$ cat src/ttsm_pkg.sv
// Shared types, codes and helpers for the thermal task swap/migrate unit.
// No dependencies; every other file imports this package.
`default_nettype none

package ttsm_pkg;

  // Field widths
  localparam int TEMP_W   = 11;
  localparam int DELTA_W  = 32;
  localparam int THR_W    = 10;
  localparam int TICK_W   = 8;
  localparam int CORE_W   = 2;
  localparam int ACT_W    = 3;
  localparam int DATA_W   = 32;
  localparam int ADDR_W   = 4;

  // Cores that the controller may choose from, and temperature fields carried
  localparam int CORE_COUNT  = 4;
  localparam int TEMP_FIELDS = 4;
  localparam int SCAN_CORES  = (CORE_COUNT < TEMP_FIELDS) ? CORE_COUNT : TEMP_FIELDS;

  // Register reset values, in 1/8 degree units where they are temperatures
  localparam logic [THR_W-1:0]  HIGH_THR_RESET = THR_W'(600);
  localparam logic [THR_W-1:0]  LOW_THR_RESET  = THR_W'(480);
  localparam logic [TICK_W-1:0] MIGRATE_RESET  = TICK_W'(10);
  localparam logic [TICK_W-1:0] TICK_MAX       = {TICK_W{1'b1}};

  // Register indexes on the configuration port
  typedef enum logic [1:0] {
    REG_HIGH_THR = 2'd0,
    REG_LOW_THR  = 2'd1,
    REG_MIGRATE  = 2'd2
  } reg_idx_t;

  // Operation codes
  typedef enum logic {
    OP_START = 1'b0,
    OP_TICK  = 1'b1
  } op_t;

  // Reported actions
  typedef enum logic [ACT_W-1:0] {
    ACT_NONE        = 3'd0,
    ACT_TO_COLD     = 3'd1,
    ACT_TO_HOT      = 3'd2,
    ACT_MIGRATE     = 3'd3,
    ACT_WAITING     = 3'd4,
    ACT_FINISHED    = 3'd5,
    ACT_NOT_STARTED = 3'd6
  } action_t;

  typedef logic signed [TEMP_W-1:0] temp_t;
  typedef temp_t [TEMP_FIELDS-1:0]  temp_vec_t;

  typedef struct packed {
    logic                      operation;
    logic signed [DELTA_W-1:0] busy_delta_a;
    logic signed [DELTA_W-1:0] busy_delta_b;
    temp_vec_t                 temps;
    logic                      hot_alive;
    logic                      cold_alive;
  } item_t;

  typedef struct packed {
    logic              hot_is_b;
    logic              hot_active;
    logic [CORE_W-1:0] core_sel;
    action_t           action;
  } result_t;

  typedef struct packed {
    logic [THR_W-1:0]  high_thr;
    logic [THR_W-1:0]  low_thr;
    logic [TICK_W-1:0] migrate_after;
  } cfg_t;

  // Lowest valid (non-negative) reading, lowest index on a tie, core 0 if none
  function automatic logic [CORE_W-1:0] coolest(input temp_vec_t t);
    logic [CORE_W-1:0] best;
    logic              found;
    temp_t             best_t;
    best   = '0;
    found  = 1'b0;
    best_t = '0;
    for (int i = 0; i < SCAN_CORES; i++) begin
      if (!t[i][TEMP_W-1] && (!found || t[i] < best_t)) begin
        found  = 1'b1;
        best_t = t[i];
        best   = CORE_W'(i);
      end
    end
    return best;
  endfunction

endpackage

`default_nettype wire

$ cat src/ttsm_if.sv
// Valid/ready channel interfaces for input items and result items.
// Depends on ttsm_pkg for field widths.
`default_nettype none

interface ttsm_in_if;
  import ttsm_pkg::*;
  logic                      valid;
  logic                      ready;
  logic                      operation;
  logic signed [DELTA_W-1:0] busy_delta_a;
  logic signed [DELTA_W-1:0] busy_delta_b;
  logic signed [TEMP_W-1:0]  temp_core0;
  logic signed [TEMP_W-1:0]  temp_core1;
  logic signed [TEMP_W-1:0]  temp_core2;
  logic signed [TEMP_W-1:0]  temp_core3;
  logic                      hot_alive;
  logic                      cold_alive;

  modport source (
    output valid, operation, busy_delta_a, busy_delta_b,
           temp_core0, temp_core1, temp_core2, temp_core3, hot_alive, cold_alive,
    input  ready
  );
  modport sink (
    input  valid, operation, busy_delta_a, busy_delta_b,
           temp_core0, temp_core1, temp_core2, temp_core3, hot_alive, cold_alive,
    output ready
  );
endinterface

interface ttsm_out_if;
  import ttsm_pkg::*;
  logic              valid;
  logic              ready;
  logic              hot_is_b;
  logic              hot_active;
  logic [CORE_W-1:0] core_sel;
  logic [ACT_W-1:0]  action;

  modport source (
    output valid, hot_is_b, hot_active, core_sel, action,
    input  ready
  );
  modport sink (
    input  valid, hot_is_b, hot_active, core_sel, action,
    output ready
  );
endinterface

`default_nettype wire

$ cat src/ttsm_cfg.sv
// APB-style register file: high/low thresholds and the migration tick limit.
// Depends on ttsm_pkg.
`default_nettype none

module ttsm_cfg (
  input  wire logic                   clk,
  input  wire logic                   rst,
  input  wire logic                   psel,
  input  wire logic                   penable,
  input  wire logic                   pwrite,
  input  wire logic [ttsm_pkg::ADDR_W-1:0] paddr,
  input  wire logic [ttsm_pkg::DATA_W-1:0] pwdata,
  output logic [ttsm_pkg::DATA_W-1:0] prdata,
  output logic                        pready,
  output ttsm_pkg::cfg_t              cfg
);
  import ttsm_pkg::*;

  logic [THR_W-1:0]  high_thr;
  logic [THR_W-1:0]  low_thr;
  logic [TICK_W-1:0] migrate_after;
  reg_idx_t          idx;
  logic              wr_en;

  assign pready = 1'b1;
  assign idx    = reg_idx_t'(paddr[ADDR_W-1:2]);
  assign wr_en  = psel && penable && pwrite && pready;

  // Write on the access cycle; unmapped addresses are ignored
  always_ff @(posedge clk) begin
    if (rst) begin
      high_thr      <= HIGH_THR_RESET;
      low_thr       <= LOW_THR_RESET;
      migrate_after <= MIGRATE_RESET;
    end else if (wr_en) begin
      unique case (idx)
        REG_HIGH_THR: high_thr      <= pwdata[THR_W-1:0];
        REG_LOW_THR:  low_thr       <= pwdata[THR_W-1:0];
        REG_MIGRATE:  migrate_after <= pwdata[TICK_W-1:0];
        default: ;
      endcase
    end
  end

  // Read back
  always_comb begin
    unique case (idx)
      REG_HIGH_THR: prdata = DATA_W'(high_thr);
      REG_LOW_THR:  prdata = DATA_W'(low_thr);
      REG_MIGRATE:  prdata = DATA_W'(migrate_after);
      default:      prdata = '0;
    endcase
  end

  assign cfg = '{high_thr: high_thr, low_thr: low_thr, migrate_after: migrate_after};

endmodule

`default_nettype wire

$ cat src/ttsm_ctrl.sv
// Controller state and per-item decision: classify, swap, migrate, finish.
// Depends on ttsm_pkg.
`default_nettype none

module ttsm_ctrl (
  input  wire logic            clk,
  input  wire logic            rst,
  input  wire logic            fire,
  input  ttsm_pkg::item_t      item,
  input  ttsm_pkg::cfg_t       cfg,
  output ttsm_pkg::result_t    result
);
  import ttsm_pkg::*;

  logic              started, started_next;
  logic              done, done_next;
  logic              hot_b, hot_b_next;
  logic              hot_turn, hot_turn_next;
  logic [TICK_W-1:0] cold_ticks, cold_ticks_next;
  logic [CORE_W-1:0] core_now, core_now_next;
  action_t           action;

  logic [CORE_W-1:0] best_core;
  temp_t             cur_temp;
  logic              at_high;
  logic              below_low;
  logic [TICK_W-1:0] ticks_inc;

  assign best_core = coolest(item.temps);
  assign cur_temp  = item.temps[core_now];
  assign at_high   = cur_temp >= $signed({1'b0, cfg.high_thr});
  assign below_low = cur_temp <  $signed({1'b0, cfg.low_thr});
  assign ticks_inc = (cold_ticks == TICK_MAX) ? cold_ticks : cold_ticks + TICK_W'(1);

  // Next state and action for the item at the input register
  always_comb begin
    started_next    = started;
    done_next       = done;
    hot_b_next      = hot_b;
    hot_turn_next   = hot_turn;
    cold_ticks_next = cold_ticks;
    core_now_next   = core_now;
    action          = ACT_NONE;
    if (item.operation == OP_START) begin
      hot_b_next      = item.busy_delta_a < item.busy_delta_b;
      core_now_next   = best_core;
      hot_turn_next   = 1'b1;
      cold_ticks_next = '0;
      started_next    = 1'b1;
      done_next       = 1'b0;
    end else if (!started) begin
      action = ACT_NOT_STARTED;
    end else if (done) begin
      action = ACT_FINISHED;
    end else if (!item.hot_alive && !item.cold_alive) begin
      done_next = 1'b1;
      action    = ACT_FINISHED;
    end else if (hot_turn) begin
      // Hot task yields once the current core gets too warm and the cold task is alive
      if (at_high && item.cold_alive) begin
        hot_turn_next   = 1'b0;
        cold_ticks_next = '0;
        action          = ACT_TO_COLD;
      end
    end else begin
      cold_ticks_next = ticks_inc;
      if (below_low && item.hot_alive) begin
        hot_turn_next = 1'b1;
        action        = ACT_TO_HOT;
      end else if (ticks_inc > cfg.migrate_after && !below_low) begin
        // Move both tasks to the coolest core once the cold phase has lasted too long; wait if already there
        if (best_core != core_now) begin
          core_now_next   = best_core;
          cold_ticks_next = '0;
          action          = ACT_MIGRATE;
        end else begin
          action = ACT_WAITING;
        end
      end
    end
  end

  // Commit state when the item moves to the result register
  always_ff @(posedge clk) begin
    if (rst) begin
      started    <= 1'b0;
      done       <= 1'b0;
      hot_b      <= 1'b0;
      hot_turn   <= 1'b0;
      cold_ticks <= '0;
      core_now   <= '0;
    end else if (fire) begin
      started    <= started_next;
      done       <= done_next;
      hot_b      <= hot_b_next;
      hot_turn   <= hot_turn_next;
      cold_ticks <= cold_ticks_next;
      core_now   <= core_now_next;
    end
  end

  assign result = '{hot_is_b: hot_b_next, hot_active: hot_turn_next,
                    core_sel: core_now_next, action: action};

endmodule

`default_nettype wire

$ cat src/thermal_task_swap_migrate_unit.sv
// Thermal task swap/migrate unit: input register, decision logic, result register.
// Each result is registered in the result register after its item has left the input register.
// Throughput: one item per cycle while dout.ready holds; the state update lives in one combinational
// step between the input register and the result register.
// Reset (rst, synchronous): empties both registers, clears the controller state
// and loads register defaults (600, 480, 10). Depends on ttsm_pkg, ttsm_if.
`default_nettype none

module thermal_task_swap_migrate_unit (
  input  wire logic                   clk,
  input  wire logic                   rst,
  ttsm_in_if.sink                     din,
  ttsm_out_if.source                  dout,
  input  wire logic                   psel,
  input  wire logic                   penable,
  input  wire logic                   pwrite,
  input  wire logic [ttsm_pkg::ADDR_W-1:0] paddr,
  input  wire logic [ttsm_pkg::DATA_W-1:0] pwdata,
  output logic [ttsm_pkg::DATA_W-1:0] prdata,
  output logic                        pready
);
  import ttsm_pkg::*;

  logic    s1_valid;
  item_t   s1_item;
  logic    out_valid;
  result_t out_res;
  logic    advance;
  logic    fire;
  cfg_t    cfg;
  result_t next_res;

  assign advance   = !out_valid || dout.ready;
  assign fire      = s1_valid && advance;
  assign din.ready = !s1_valid || advance;

  // Input register: take an item whenever the stage is free or draining
  always_ff @(posedge clk) begin
    if (rst) begin
      s1_valid <= 1'b0;
    end else if (din.ready) begin
      s1_valid <= din.valid;
    end
  end

  always_ff @(posedge clk) begin
    if (din.ready && din.valid) begin
      s1_item <= '{operation: din.operation,
                   busy_delta_a: din.busy_delta_a,
                   busy_delta_b: din.busy_delta_b,
                   temps: {din.temp_core3, din.temp_core2, din.temp_core1, din.temp_core0},
                   hot_alive: din.hot_alive,
                   cold_alive: din.cold_alive};
    end
  end

  ttsm_cfg u_cfg (
    .clk     (clk),
    .rst     (rst),
    .psel    (psel),
    .penable (penable),
    .pwrite  (pwrite),
    .paddr   (paddr),
    .pwdata  (pwdata),
    .prdata  (prdata),
    .pready  (pready),
    .cfg     (cfg)
  );

  ttsm_ctrl u_ctrl (
    .clk    (clk),
    .rst    (rst),
    .fire   (fire),
    .item   (s1_item),
    .cfg    (cfg),
    .result (next_res)
  );

  // Result register: hold until taken
  always_ff @(posedge clk) begin
    if (rst) begin
      out_valid <= 1'b0;
    end else if (advance) begin
      out_valid <= s1_valid;
    end
  end

  always_ff @(posedge clk) begin
    if (fire) begin
      out_res <= next_res;
    end
  end

  assign dout.valid      = out_valid;
  assign dout.hot_is_b   = out_res.hot_is_b;
  assign dout.hot_active = out_res.hot_active;
  assign dout.core_sel   = out_res.core_sel;
  assign dout.action     = out_res.action;

endmodule

`default_nettype wire

$ cat src/flat_wrapper.sv
// flat-port wrapper written by rule: the top's interface ports become plain ports
module thermal_task_swap_migrate_unit_flat import ttsm_pkg::*;
  (clk, rst, psel, penable, pwrite, paddr, pwdata, prdata, pready, din_valid, din_operation, din_busy_delta_a, din_busy_delta_b, din_temp_core0, din_temp_core1, din_temp_core2, din_temp_core3, din_hot_alive, din_cold_alive, din_ready, dout_valid, dout_hot_is_b, dout_hot_active, dout_core_sel, dout_action, dout_ready);
  ttsm_in_if din_i ();
  ttsm_out_if dout_i ();
  input  wire logic clk;
  input  wire logic rst;
  input  wire logic psel;
  input  wire logic penable;
  input  wire logic pwrite;
  input  wire logic [ttsm_pkg::ADDR_W-1:0] paddr;
  input  wire logic [ttsm_pkg::DATA_W-1:0] pwdata;
  output logic [ttsm_pkg::DATA_W-1:0] prdata;
  output logic pready;
  input wire logic [$bits(din_i.valid)-1:0] din_valid;
  input wire logic [$bits(din_i.operation)-1:0] din_operation;
  input wire logic [$bits(din_i.busy_delta_a)-1:0] din_busy_delta_a;
  input wire logic [$bits(din_i.busy_delta_b)-1:0] din_busy_delta_b;
  input wire logic [$bits(din_i.temp_core0)-1:0] din_temp_core0;
  input wire logic [$bits(din_i.temp_core1)-1:0] din_temp_core1;
  input wire logic [$bits(din_i.temp_core2)-1:0] din_temp_core2;
  input wire logic [$bits(din_i.temp_core3)-1:0] din_temp_core3;
  input wire logic [$bits(din_i.hot_alive)-1:0] din_hot_alive;
  input wire logic [$bits(din_i.cold_alive)-1:0] din_cold_alive;
  output wire logic [$bits(din_i.ready)-1:0] din_ready;
  output wire logic [$bits(dout_i.valid)-1:0] dout_valid;
  output wire logic [$bits(dout_i.hot_is_b)-1:0] dout_hot_is_b;
  output wire logic [$bits(dout_i.hot_active)-1:0] dout_hot_active;
  output wire logic [$bits(dout_i.core_sel)-1:0] dout_core_sel;
  output wire logic [$bits(dout_i.action)-1:0] dout_action;
  input wire logic [$bits(dout_i.ready)-1:0] dout_ready;
  assign din_i.valid = din_valid;
  assign din_i.operation = din_operation;
  assign din_i.busy_delta_a = din_busy_delta_a;
  assign din_i.busy_delta_b = din_busy_delta_b;
  assign din_i.temp_core0 = din_temp_core0;
  assign din_i.temp_core1 = din_temp_core1;
  assign din_i.temp_core2 = din_temp_core2;
  assign din_i.temp_core3 = din_temp_core3;
  assign din_i.hot_alive = din_hot_alive;
  assign din_i.cold_alive = din_cold_alive;
  assign din_ready = din_i.ready;
  assign dout_valid = dout_i.valid;
  assign dout_hot_is_b = dout_i.hot_is_b;
  assign dout_hot_active = dout_i.hot_active;
  assign dout_core_sel = dout_i.core_sel;
  assign dout_action = dout_i.action;
  assign dout_i.ready = dout_ready;
  thermal_task_swap_migrate_unit u_core (.clk(clk), .rst(rst), .din(din_i), .dout(dout_i), .psel(psel), .penable(penable), .pwrite(pwrite), .paddr(paddr), .pwdata(pwdata), .prdata(prdata), .pready(pready));
endmodule
$ cat config.mk
export PLATFORM = sky130hd
export DESIGN_NAME = thermal_task_swap_migrate_unit_flat
export DESIGN_NICKNAME = d
export VERILOG_FILES = /design/src/ttsm_pkg.sv /design/src/ttsm_if.sv /design/src/ttsm_cfg.sv /design/src/ttsm_ctrl.sv /design/src/thermal_task_swap_migrate_unit.sv /design/src/flat_wrapper.sv
export SDC_FILE = /design/constraint.sdc
export NUM_CORES = 1
export LEC_CHECK = 0
export ABC_CLOCK_PERIOD_IN_PS = 19500
export BUFFER_PORTS_ARGS = -buffer_cell sky130_fd_sc_hd__clkbuf_2
export CELL_PAD_IN_SITES_DETAIL_PLACEMENT = 2
export CELL_PAD_IN_SITES_GLOBAL_PLACEMENT = 2
export CORE_MARGIN = 5
export CORE_UTILIZATION = 38
export CTS_CLUSTER_SIZE = 16
export DETAILED_ROUTE_END_ITERATION = 7
export PLACE_DENSITY_LB_ADDON = 0.1
export SYNTH_ARGS = -nofsm -noshare
export SYNTH_HDL_FRONTEND = slang
export SYNTH_SLANG_ARGS = --single-unit
$ cat constraint.sdc
create_clock -name clk -period 19.5 [get_ports clk]
set_input_delay 0.975 -clock clk [delete_from_list [all_inputs] [get_ports clk]]
set_output_delay 0.975 -clock clk [all_outputs]
set_load 0.02 [all_outputs]
* Word-level counts from Yosys, hierarchy flattened
Index checks and enable logic that the tools add are counted.
Cells by class: $add $sub $neg 1, $lt $le $gt $ge 8, equality and inequality tests 8, mux-type cells 50, bitwise logic cells 1, reductions and logical operators 34
Operators with widths (number):
- 8-bit 2-to-1 mux | 10
- 11-bit < comparator | 4
- 11-bit 2-to-1 mux | 3
- 32-bit < comparator | 1
- 10-bit one-hot mux with 3 select lines | 1
- 11-bit binary-select mux with 2-bit select | 1
- 3-bit 2-to-1 mux | 7
- 2-bit 2-to-1 mux | 10
- 1-bit 2-to-1 mux | 17
- 2-bit AND reduction | 6
- 11-bit >= comparator | 1
- 1-bit logical AND | 11
- 1-bit zero test | 10
- 10-bit 2-to-1 mux | 1
- 8-bit by 1-bit adder with 8-bit output (second input constant) | 1
- 8-bit == test (second input constant) | 1
- 8-bit greater-than comparator | 1
- 2-bit != test (second input constant) | 3
- 1-bit logical OR | 5
- 5-bit AND reduction | 1
- 2-bit by 3-bit < comparator with 1-bit output (second input constant) | 1
- 3-bit != test (second input constant) | 1
- 2-bit by 1-bit == test with 1-bit output (second input constant) | 1
- 2-bit == test (second input constant) | 1
- other kinds (3) | 3
Word-level totals: register bits after elaboration 162, bits of input ports 154, output and inout bits 42, logic and storage cells 127

* Depth between registers and ports, before layout
depth in word-level cells 22, depth in mapped cells 28, gate-level depth less buffers 25

* Hierarchy
From an unflattened synthesis, not the netlist that was laid out.
Unflattened totals: cells, all modules 777, area, all modules 8924.8 um2
By module, submodules not included:
- ttsm_ctrl | times used 1, cells each 476, area each 3724.8 um2, sequential area each 280.3 um2
- thermal_task_swap_migrate_unit | times used 1, cells each 128, area each 3647.2 um2, sequential area each 3583.4 um2
- ttsm_cfg | times used 1, cells each 173, area each 1552.7 um2, sequential area each 560.5 um2

* Worst setup path after synthesis
No wires, ideal clock.
path type register -> register, from register u_core.s1_item[12] (netlist bit), to register u_core.u_ctrl.cold_ticks[0], data arrival time 6404 ps, required time 19383 ps, slack 12979 ps, stages on the path, launching flop included 28, buffers on the path 3, period minus slack after synthesis 6521 ps, path through edfxtp_1 -> buf_2 -> nand2b_1 -> ha_1 -> or4b_4 -> a21oi_4 -> o211ai_2 -> o21a_1 -> clkbuf_1 -> mux2_2 -> ha_1 -> a211oi_1 -> nand4b_1 -> o22a_1 -> a31oi_1 -> clkbuf_1 -> mux2_2 -> ha_1 -> nand2_1 -> nor3_1 -> nand3_1 -> or3b_2 -> a31o_2 -> a22o_1 -> o211ai_2 -> nand2_2 -> a21o_1 -> a22o_1
Between the ends: longest elaborated chain between the ends 22, elaborated cells on any way between the ends 39, those cells by class order compare (5); eq/ne (2); mux (19); reduce/logical (13)
RTL lines:
- start, declared | line thermal_task_swap_migrate_unit.sv:25 | item_t s1_item;
- start signal, assigned | line thermal_task_swap_migrate_unit.sv:48 | s1_item <= '{operation: din.operation,
- 10-bit 2-to-1 mux | line ttsm_pkg.sv:86 | if (!t[i][TEMP_W-1] && (!found || t[i] < best_t)) begin
- 11-bit < comparator | line ttsm_pkg.sv:86
- 1-bit logical OR | line ttsm_pkg.sv:86
- 1-bit logical AND | line ttsm_pkg.sv:86
- 11-bit 2-to-1 mux or 1-bit 2-to-1 mux (tied branches) | line ttsm_pkg.sv:86
- 11-bit < comparator or 1-bit zero test (tied branches) | line ttsm_pkg.sv:86
- 1-bit logical OR | line ttsm_pkg.sv:86
- 1-bit logical AND | line ttsm_pkg.sv:86
- (+6 left out)
- 8-bit 2-to-1 mux | line ttsm_ctrl.sv:72 | if (best_core != core_now) begin
- 8-bit 2-to-1 mux | line ttsm_ctrl.sv:70 | end else if (ticks_inc > cfg.migrate_after && !below_low) begin
- 8-bit 2-to-1 mux | line ttsm_ctrl.sv:67 | if (below_low && item.hot_alive) begin
- 8-bit 2-to-1 mux | line ttsm_ctrl.sv:58 | end else if (hot_turn) begin
- 8-bit 2-to-1 mux | line ttsm_ctrl.sv:55 | end else if (!item.hot_alive && !item.cold_alive) begin
- 8-bit 2-to-1 mux | line ttsm_ctrl.sv:53 | end else if (done) begin
- 8-bit 2-to-1 mux | line ttsm_ctrl.sv:51 | end else if (!started) begin
- 8-bit 2-to-1 mux | line ttsm_ctrl.sv:44 | if (item.operation == OP_START) begin
- end signal, assigned | line ttsm_ctrl.sv:97 | cold_ticks <= cold_ticks_next;
- end, declared | line ttsm_ctrl.sv:19 | logic [TICK_W-1:0] cold_ticks, cold_ticks_next;
Parallel ways exist; a longest one is shown, timed or not. The select of a mux whose other input is x is not followed. A chain may end at the register's enable or synchronous reset.

* Worst setup path in the final report
from register u_core.s1_item[12] (netlist bit), to register u_core.out_res (netlist bit u_core.dout.action[1]) (data pin)
Between the ends: longest elaborated chain between the ends 21, elaborated cells on any way between the ends 34, those cells by class order compare (4); eq/ne (1); mux (18); reduce/logical (11)
RTL lines:
- 10-bit 2-to-1 mux | line ttsm_pkg.sv:86
- 11-bit < comparator | line ttsm_pkg.sv:86
- 1-bit logical OR | line ttsm_pkg.sv:86
- 1-bit logical AND | line ttsm_pkg.sv:86
- 11-bit 2-to-1 mux or 1-bit 2-to-1 mux (tied branches) | line ttsm_pkg.sv:86
- 11-bit < comparator or 1-bit zero test (tied branches) | line ttsm_pkg.sv:86
- 1-bit logical OR | line ttsm_pkg.sv:86
- 1-bit logical AND | line ttsm_pkg.sv:86
- (+5 left out)
- 2-bit != test | line ttsm_ctrl.sv:72
- 3-bit 2-to-1 mux | line ttsm_ctrl.sv:72
- 3-bit 2-to-1 mux | line ttsm_ctrl.sv:70
- 3-bit 2-to-1 mux (*) | line ttsm_ctrl.sv:67
- 3-bit 2-to-1 mux (*) | line ttsm_ctrl.sv:58
- 3-bit 2-to-1 mux (*) | line ttsm_ctrl.sv:55
- 3-bit 2-to-1 mux (*) | line ttsm_ctrl.sv:53
- 3-bit 2-to-1 mux (*) | line ttsm_ctrl.sv:51
- end signal, assigned | line thermal_task_swap_migrate_unit.sv:90 | out_res <= next_res;
- end, declared | line thermal_task_swap_migrate_unit.sv:27 | result_t out_res;
Mark *: on every way between the ends. The rest lies on a longest branch, timed or not. The select of a mux whose other input is x is not followed.

==> impl_metrics.json <==
{
  "status": "finished, final reports clean",
  "ys_seq_area_share_pct": 50.3,
  "coreArea_um2": 22700,
  "die_y_um": 162,
  "synthMuxAreaShare_pct": 8.60,
  "htree_levels": 4,
  "cp_max_fo": 14,
  "cts.path.max_buffers": 2,
  "holdCritPathClass": "register to register",
  "synth_cell_types": 65,
  "grt_first_pass_wirelength_mm": 39.3,
  "drc": 0,
  "grtUsageTotal_pct": 19.0,
  "synth.avg_cell_area_um2": 11.5,
  "syn_inst": 765,
  "rows": 55,
  "clkSinkCount": 162,
  "grt_pass1_vias": 7273,
  "layout-drive-gt1-share_pct": 25.0,
  "r2r_end": "u_core.dout.action[1]$_SDFFCE_PN0P_",
  "criticalPathCategory": "register to register",
  "r2r_cells": 23,
  "worstMarginPinSlew_ps": 1100,
  "drt_pass1_iterations": 4,
  "synth_top_area_share_pct": 40.3,
  "ys.flop_type": "edfxtp_1",
  "hold_path_end": "u_core.u_cfg.high_thr[2]$_SDFFE_PP0P_",
  "pwr-share-seq_pct": 46.2,
  "peakVddDrop_mv": 0.0438,
  "maxCapViolations": 0,
  "rrSetupSlack_ps": 11540,
  "layout_common_cells": "clkbuf_2, edfxtp_1, ha_1, inv_1, nor2_1",
  "cp-start-kind": "register",
  "grt_start_max_net_pins": 74,
  "wire_per_inst_um": 20.4,
  "cp-end-kind": "register",
  "root_buffer": "clkbuf_16",
  "fmax_mhz": 126,
  "gp_congestion": 0.818,
  "synth_top_family_by_area": "adder cells",
  "synthesis.area_um2": 8800,
  "fin_crit_sh_pct": 40.8,
  "netlist_top_cells_area": "edfxtp_1, ha_1, dfxtp_1",
  "worstPathArrival_ps": 8130,
  "cts_buffers": 17,
  "power-per-cell-area_nw_per_um2": 83.1,
  "die_area_um2": 26300,
  "static-leakage-power_uw": 0.00463,
  "required_ps": 19670,
  "clk_latency_ps": 440,
  "ant_nets": 0,
  "clk_pin_slew_ps": 80,
  "tritoncts": "built",
  "p_comb_share_pct": 13.4,
  "clkPwrFrac_pct": 40.3,
  "r2r-start": "u_core.s1_item[12]$_DFFE_PP_",
  "dp_hpwl_mm": 19.3,
  "ys_warn_count": 0,
  "ctsHoldBuffers": 0,
  "hold_depth": 2,
  "cts-resized-gates": 0,
  "detail_route.wirelength_mm": 24.8,
  "internal_power_uw": 614,
  "fin_worst_skew_ps": 13.1,
  "rsz0062_at_grt": "false",
  "synth-seq-cells": 162,
  "finalPower_uw": 864,
  "num_vias": 6392,
  "area_growth_pct": 18.2,
  "synth_adder_area_share_pct": 12.5,
  "drv_slew": 0,
  "ios": 196,
  "post_cts_buffers": 0,
  "dp.cells": 1182,
  "layout_commonest_cell": "clkbuf_2",
  "synth_compound_area_share_pct": 11.3,
  "via_per_inst": 5.26,
  "swShare_pct": 28.9,
  "die_w_um": 162,
  "io_buffers": 148,
  "synthSimpleGateAreaFrac_pct": 10.4,
  "relSlewSlack_pct": 26.5,
  "pre_cts_slack_ps": 11630,
  "final_nets": 1158,
  "initial_utilization_pct": 38.7,
  "hold_start": "u_core.u_cfg.high_thr[2]$_SDFFE_PP0P_",
  "finalSetupTns_ps": 0,
  "final_cells": 1215,
  "p_switching_uw": 250,
  "hold_viol_final": 0,
  "yosys.area.top_type": "edfxtp_1",
  "async_flop_share_pct": 0,
  "synth_xor_area_share_pct": 0.299,
  "overflow": 0,
  "period_minus_slack_ps": 7960,
  "antenna_found_initial": 1,
  "synth_edf_count": 118,
  "setup_viol_count_final": 0,
  "setup_slack_ps": 11540,
  "drtIter0Drc": 264
}
## metrics by stage
step	instance area [um2]	hold WS [ps]	utilization [%]
finish	10400	482	45.8
detailed placement	9770	478	43.0
CTS	10400	487	45.8
global route	10400	514	45.8
global placement	9770	466	43.0
floorplan	8880	446	-
## layout make-up
type / count / area (um2)
fill: 2360 / 12300
sequential: 162 / 4420
multi-input combinational: 499 / 3900
timing repair buffer: 152 / 771
clock buffer: 17 / 425
tap: 285 / 357
inverter: 84 / 315
clock inverter: 15 / 203
antenna: 1 / 2.50
## power groups by stage
stage | Sequential, uW | Combinational, uW | Clock (uW)
CTS | 399 | 118 | 358
detailed placement | 407 | 116 | 0
finish | 399 | 116 | 348
global placement | 406 | 108 | 0
floorplan | 403 | 76.8 | 0
global route | 401 | 130 | 373
## per-layer routing
layer	share of wire [%]	track usage, %	wire (um)
met1	42	22.8	10400
met2	53	34.7	13100
met3	3.5	3.70	858
met4	1.8	5.61	443
met5	0	0	0
## registers in the layout (all words and copies together), names as in the netlist, 2 cells and up
register	cells
u_core.u_cfg.high_thr	10
u_core.u_cfg.low_thr	10
u_core.u_cfg.migrate_after	8
u_core.dout.core_sel	2
u_core.u_ctrl.core_now	2
u_core.u_ctrl.cold_ticks	8
u_core.dout.action	3
u_core.s1_item	111
## worst max-delay path, cell delays in order (launching register included)
cell and delay, ps:
edfxtp_1 660, nand2b_1 280, ha_1 340, a211oi_1 110
a31oi_1 510, o21a_1 600, mux2_2 430, ha_1 290
a211oi_1 370, nand4b_1 150, o22a_1 240, a31oi_2 780
mux2_2 420, ha_1 320, nand4_1 180, nor3_1 220
nand3_1 130, or3b_2 450, a31o_2 240, a21oi_1 330
nand2_1 120, o211ai_1 250, a21o_1 180, a21boi_1 80
## worst max path at each step
stage	slack, ps	startpoint	endpoint	depth (start not counted)
floorplan	12980	u_core.s1_item[12]$_DFFE_PP_	u_core.u_ctrl.cold_ticks[0]$_SDFFE_PP0P_	27
global placement	11950	u_core.s1_item[12]$_DFFE_PP_	u_core.dout.action[1]$_SDFFCE_PN0P_	24
detailed placement	11630	u_core.s1_item[12]$_DFFE_PP_	u_core.dout.action[1]$_SDFFCE_PN0P_	23
CTS	11540	u_core.s1_item[12]$_DFFE_PP_	u_core.dout.action[1]$_SDFFCE_PN0P_	23
global route	11150	u_core.s1_item[12]$_DFFE_PP_	u_core.dout.action[1]$_SDFFCE_PN0P_	23
finish	11540	u_core.s1_item[12]$_DFFE_PP_	u_core.dout.action[1]$_SDFFCE_PN0P_	23
## synth_stat cells, drive strengths merged, types with 9 or more instances
cell,n
dfxtp,44
mux4,11
o21ai,28
nor2,45
mux2i,25
edfxtp,118
a211o,13
clkbuf,13
a21o,24
ha,88
buf,30
inv,84
nand3,9
mux2,23
nor3,10
a21oi,31
nand2b,19
nand4,13
nand2,45
## logic make-up (layout without fill, tap and decap cells)
kind of cell,after synthesis,after routing
adders and majority gates,88,88
other,2,26
buffers and inverters,127,268
muxes,59,59
and+or+nand+nor,180,180
DFF,162,162
xor gates and xnor gates,3,3
AOI/OAI and AO/OA,144,144
Power figures use the tool's default switching activity.
